===== src/rtl/core/frt_pkg.sv =====
// ----------------------------------------------------------------------------
// Fragment reassembly table package
// Shared types, constants and codes for the fragment reassembly table.
// ----------------------------------------------------------------------------
package frt_pkg;

	localparam int SLOT_COUNT     = 16;
	localparam int SLOT_BYTES     = 1024;
	localparam int WORDS_PER_SLOT = (SLOT_BYTES + 7) / 8;
	localparam int STORE_WORDS    = SLOT_COUNT * WORDS_PER_SLOT;
	localparam int SLOT_W         = 4;
	localparam int WORD_W         = $clog2(WORDS_PER_SLOT);
	localparam int ADDR_W         = $clog2(STORE_WORDS);
	localparam int CNT_W          = $clog2(SLOT_COUNT + 1);
	localparam int PIECE_W        = 13;
	localparam int LEN_W          = 17;
	localparam logic [LEN_W-1:0] LEN_MAX = '1;

	localparam logic [1:0] OP_HEADER  = 2'd0;
	localparam logic [1:0] OP_PAYLOAD = 2'd1;
	localparam logic [1:0] OP_READ    = 2'd2;
	localparam logic [1:0] OP_CLEAR   = 2'd3;

	localparam logic [2:0] ST_ACCEPT   = 3'd0;
	localparam logic [2:0] ST_REJECT   = 3'd1;
	localparam logic [2:0] ST_COMPLETE = 3'd2;
	localparam logic [2:0] ST_READ     = 3'd3;
	localparam logic [2:0] ST_CLEARED  = 3'd4;

	typedef struct packed {
		logic [1:0]  op;
		logic [31:0] peer_gen;
		logic [15:0] peer_num;
		logic [63:0] msg_seq;
		logic [11:0] frag_bytes;
		logic [7:0]  frag_index;
		logic [7:0]  frag_total;
		logic [8:0]  word_index;
		logic [63:0] data_word;
		logic        last_word;
		logic [3:0]  slot_sel;
	} frt_in_t;

	typedef struct packed {
		logic [2:0]  status;
		logic [3:0]  slot_out;
		logic [16:0] message_bytes;
		logic [63:0] read_word;
	} frt_out_t;

	typedef enum logic [3:0] {
		CMD_NONE,
		CMD_LOAD,
		CMD_SCAN,
		CMD_HDR_NEW,
		CMD_HDR_OLD,
		CMD_WRITE,
		CMD_WALK_INIT,
		CMD_WALK,
		CMD_CLEAR,
		CMD_RESP,
		CMD_EVICT,
		CMD_REJECT
	} frt_cmd_t;

	typedef struct packed {
		logic hdr_ok;
		logic scan_done;
		logic found;
		logic match_ok;
		logic new_ok;
		logic evict_done;
		logic pay_ok;
		logic last;
		logic walk_done;
		logic read_ok;
		logic clear_ok;
	} frt_stat_t;

endpackage


===== src/rtl/core/frt_ctrl.sv =====
// ----------------------------------------------------------------------------
// Fragment reassembly controller
// Sequences header, payload, read and clear transactions.
// ----------------------------------------------------------------------------
module frt_ctrl import frt_pkg::*; (
	input  logic      clk,
	input  logic      arst_n,
	input  logic      start,
	input  logic [1:0] op,
	input  frt_stat_t stat,
	output frt_cmd_t  cmd,
	output logic      busy,
	output logic      done,
	output logic      rej
);

	typedef enum logic [3:0] {
		S_IDLE, S_DEC, S_SCAN, S_EVICT, S_NEW, S_PAY, S_WINIT, S_WALK, S_FIN,
		S_RD, S_RD2, S_REJ, S_OUT
	} state_t;

	state_t state_q;

	always_comb begin
		unique case (state_q)
			S_IDLE:  cmd = start ? CMD_LOAD : CMD_NONE;
			S_SCAN:  cmd = stat.scan_done ? CMD_NONE : CMD_SCAN;
			S_EVICT: cmd = stat.evict_done ? CMD_HDR_NEW : CMD_EVICT;
			S_NEW:   cmd = CMD_HDR_OLD;
			S_PAY:   cmd = CMD_WRITE;
			S_WINIT: cmd = CMD_WALK_INIT;
			S_WALK:  cmd = stat.walk_done ? CMD_CLEAR : CMD_WALK;
			S_RD2:   cmd = CMD_RESP;
			S_FIN:   cmd = CMD_CLEAR;
			S_REJ:   cmd = CMD_REJECT;
			default: cmd = CMD_NONE;
		endcase
	end

	assign busy = (state_q != S_IDLE);

	always_ff @(posedge clk or negedge arst_n) begin
		if (!arst_n) begin
			state_q <= S_IDLE;
			done    <= 1'b0;
			rej     <= 1'b0;
		end else begin
			done <= 1'b0;
			rej  <= 1'b0;
			unique case (state_q)
				S_IDLE: if (start) state_q <= S_DEC;
				S_DEC: begin
					unique case (op)
						OP_HEADER:  state_q <= stat.hdr_ok ? S_SCAN : S_REJ;
						OP_PAYLOAD: state_q <= S_PAY;
						OP_READ:    state_q <= stat.read_ok ? S_RD : S_REJ;
						default:    state_q <= stat.clear_ok ? S_FIN : S_REJ;
					endcase
				end
				S_SCAN: if (stat.scan_done) begin
					if (stat.found) state_q <= stat.match_ok ? S_NEW : S_REJ;
					else state_q <= stat.new_ok ? S_EVICT : S_REJ;
				end
				S_EVICT: if (stat.evict_done) state_q <= S_OUT;
				S_NEW:   state_q <= S_OUT;
				S_PAY:   state_q <= (stat.pay_ok && stat.last) ? S_WINIT : S_OUT;
				S_WINIT: state_q <= S_WALK;
				S_WALK:  if (stat.walk_done) state_q <= S_OUT;
				S_FIN:   state_q <= S_OUT;
				S_RD:    state_q <= S_RD2;
				S_RD2:   state_q <= S_OUT;
				S_REJ: begin
					rej <= 1'b1;
					state_q <= S_OUT;
				end
				S_OUT: begin
					done <= 1'b1;
					state_q <= S_IDLE;
				end
				default: state_q <= S_IDLE;
			endcase
		end
	end

endmodule

===== config.mk =====
export PLATFORM = sky130hd
export DESIGN_NAME = frt_ctrl
export DESIGN_NICKNAME = d
export VERILOG_FILES = /design/src/rtl/core/frt_pkg.sv /design/src/rtl/core/frt_ctrl.sv
export SDC_FILE = /design/constraint.sdc
export NUM_CORES = 1
export LEC_CHECK = 0
export BUFFER_PORTS_ARGS = -buffer_cell sky130_fd_sc_hd__buf_2
export CAP_MARGIN = 0
export CELL_PAD_IN_SITES_DETAIL_PLACEMENT = 0
export CELL_PAD_IN_SITES_GLOBAL_PLACEMENT = 2
export CORE_MARGIN = 2
export CORE_UTILIZATION = 25
export CTS_CLUSTER_DIAMETER = 150
export DETAILED_ROUTE_END_ITERATION = 16
export HOLD_SLACK_MARGIN = 0.08
export PLACE_DENSITY_LB_ADDON = 0.3
export SYNTH_ARGS = -nofsm -noshare
export SYNTH_HDL_FRONTEND = slang
export SYNTH_SLANG_ARGS = --single-unit

===== constraint.sdc =====
create_clock -name clk -period 1.52 [get_ports clk]
set_input_delay 0.38 -clock clk [delete_from_list [all_inputs] [get_ports clk]]
set_output_delay 0.38 -clock clk [all_outputs]
set_load 0.02 [all_outputs]

==> metrics <==
Leakage=roughly 0.56 nW; Worst Skew=3.53 ps; synth top area cells=dfrtp_1 (22%), ha_1 (7.3%), a21oi_1 (5.1%), nor2b_1 (4.6%), buf_4 (4.4%); mapped cell area=between 600 and 700 sq um; most common cell in the netlist=a21oi_1; syn_nets=99; layout cells sized above 1=0.627; Hold Crit Class=input port to flop; Chip Height=between 50 and 60 microns; ys async rst share=1.00; fin area=between 0.001 and 0.0015 sq mm; post-synth top area share=0.219; grt met2 use=0.212; Final Hold Vio Count=0; pwr dens=1880 mW/mm^2; clock tree buffer depth=2; worst slew pin tran=330 ps; Core Rows=18; final period utilization=1.23; wire per inst=roughly 13 microns; DRC violations left=0; DP Area=a little under 0.001 sq mm; first-pass GRT wire length=3470 microns; met1 Track Usage GR=0.192; DIE AREA=around 0.0032 sq mm; Clock transition at path regs=about 40 ps; Mapped Cells=roughly 80; Antenna diodes=0; slew margin rel.=0.777; most used routing layer=met2; DRT antenna net count=0; initial detailed-routing violation count=10; fmax=537 MHz; Avg Inst Size Synth=between 8 and 9 sq um; setup ws final=-343 ps; Fill cells=264; Skew-Pair Late Insertion Delay=roughly 240 ps; gpl congestion=0.727; Post-Route WL=between 2000 and 2500 microns; synthesized flop and latch total=6; crit start category=flop; post-synth top area cell=dfrtp_1; met3 Usage GRT=0.0138; RSZ-0062 raised after global routing=yes; aggregate global routing overflow=0; Detail Placement HPWL=around 1500 microns; CTS H-tree lvls=1; Setup Crit Path Kind=flop to output port; synth unique cells=34; starting density of the core=0.269; Worst VDD drop=0.00103 V; Total Routing Usage GR=0.136; I/O pins=23; CTS sink count=6; Post-synth EDFFs=0; Layout area overhead=73.7%; routed vias/inst=approximately 4.8; hold slack=around 460 ps; sequential element share of the synthesized area=0.219; worst path required time=around 1100 ps; crit path DAT=between 1000 and 1500 ps; Die X=around 56 microns; failing checks=setup timing; fin. max-slew vios=0; Max-Cap Viols=0; status=complete, but fails checks; total CTS buffers=3; CP endpoint kind=output port; vias in the first global route=approximately 780; Root Driver=clkbuf_4; initial antenna violation count=0; critical path fanouts, max=3; Pre-antenna DRT Iters=4; TritonCTS clock tree=done; Std-Cell Core Area=about 0.0025 sq mm; Net count, final=~150; Post-synth top cells=a21oi_1 (7), dfrtp_1 (6), inv_1 (5), nand2_1 (5), nor2b_1 (5); post-layout min period=1860 ps; Ys Warns=0; Final setup viols=9; Most used DFF post-synth=dfrtp_1; via count=roughly 750; largest net degree at the start of global routing=11; PortBufs=22
## state kept, by name (all words and copies together), names as in the netlist
name     cells
done         1
rej          1
state_q      4
## layer usage
layer / up-vias / wire [microns]
met1: 347 / 981
li1: 389 / -
met5: - / 0
met4: 0 / 0
met2: 16 / 989
met3: 0 / 59
## logic make-up (layout without fill, tap and decap cells)
logic type | after synthesis | in the layout | share of synthesized area
adders and majority gates | 4 | 4 | 0.0730
muxes | 3 | 3 | 0.0584
DFF | 6 | 6 | 0.219
AOI/OAI and AO/OA | 29 | 29 | 0.336
and+or+nand+nor | 25 | 25 | 0.212
buffers and inverters | 12 | 59 | 0.102
## through the flow
| stage | power [mW] | setup TNS [ps] | utilization | setup slack, ps | instances |
|---|---|---|---|---|---|
| floorplan | 1.19 | -108 | - | -74.1 | 79 |
| global placement | 1.61 | -829 | 0.379 | -213 | 145 |
| detailed placement | 1.62 | -903 | 0.379 | -224 | 145 |
| CTS | 2.09 | -1860 | 0.445 | -361 | 155 |
| global route | 2.41 | -2450 | 0.468 | -415 | 156 |
| finish | 2.24 | -1870 | 0.468 | -343 | 156 |
## layout make-up
| type | count | area, sq um | area share |
|---|---|---|---|
| Clock buffer | 3 | 22.5 | 0.0189 |
| Sequential cell | 6 | 153 | 0.128 |
| Timing Repair Buffer | 51 | 380 | 0.319 |
| Inverter | 5 | 18.8 | 0.0158 |
| Tap cell | 30 | 37.5 | 0.0315 |
| Multi-Input combinational cell | 61 | 579 | 0.486 |
## report_power, final
part           total, mW  internal [mW]  switching [mW]  leakage (nW)
clock              0.146         0.0893          0.0570        0.0138
combinational       1.79          0.972           0.815         0.474
sequential         0.306          0.224          0.0817        0.0748
## worst paths after layout
kind	startpoint	to	slack, ps	cells past startpoint
max in group asynchronous	arst_n	state_q[0]	880	2
min in group asynchronous	arst_n	state_q[3]	490	2
max	state_q[2]	cmd[0]	-340	5
max reg2reg	state_q[1]	state_q[1]	-250	6
min reg2reg	state_q[1]	done	540	1
min	stat[2]	state_q[2]	460	3
## cell usage in the layout (no fill, tap or decap), types with 3 or more instances in the layout
cell type  Yosys  final
inv_1          5      3
buf_6          1     10
nand2b_4       0      3
ha_1           4      3
a21oi_1        7      4
clkbuf_4       0      3
buf_2          2     17
buf_4          4     23
dfrtp_1        6      4
nand2_1        5      4
nor2b_1        5      4
## worst max-delay path, stage by stage, from the launching register on
cell and delay [ps]:
dfrtp_1 410, inv_2 50, or3_4 370, a21oi_2 160, a221o_1 140, buf_6 120
## repair_timing
item                                   4_1_cts  5_1_grt
setup buffers                                6        2
setup endpoints to repair                    9        9
pin swaps                                    7        9
endpoints found under the hold margin        6        0
resized for setup                           22       13
hold buffers                                 1        0
cloned                                       1        0
No activity file was read; power rests on OpenSTA's default activity.
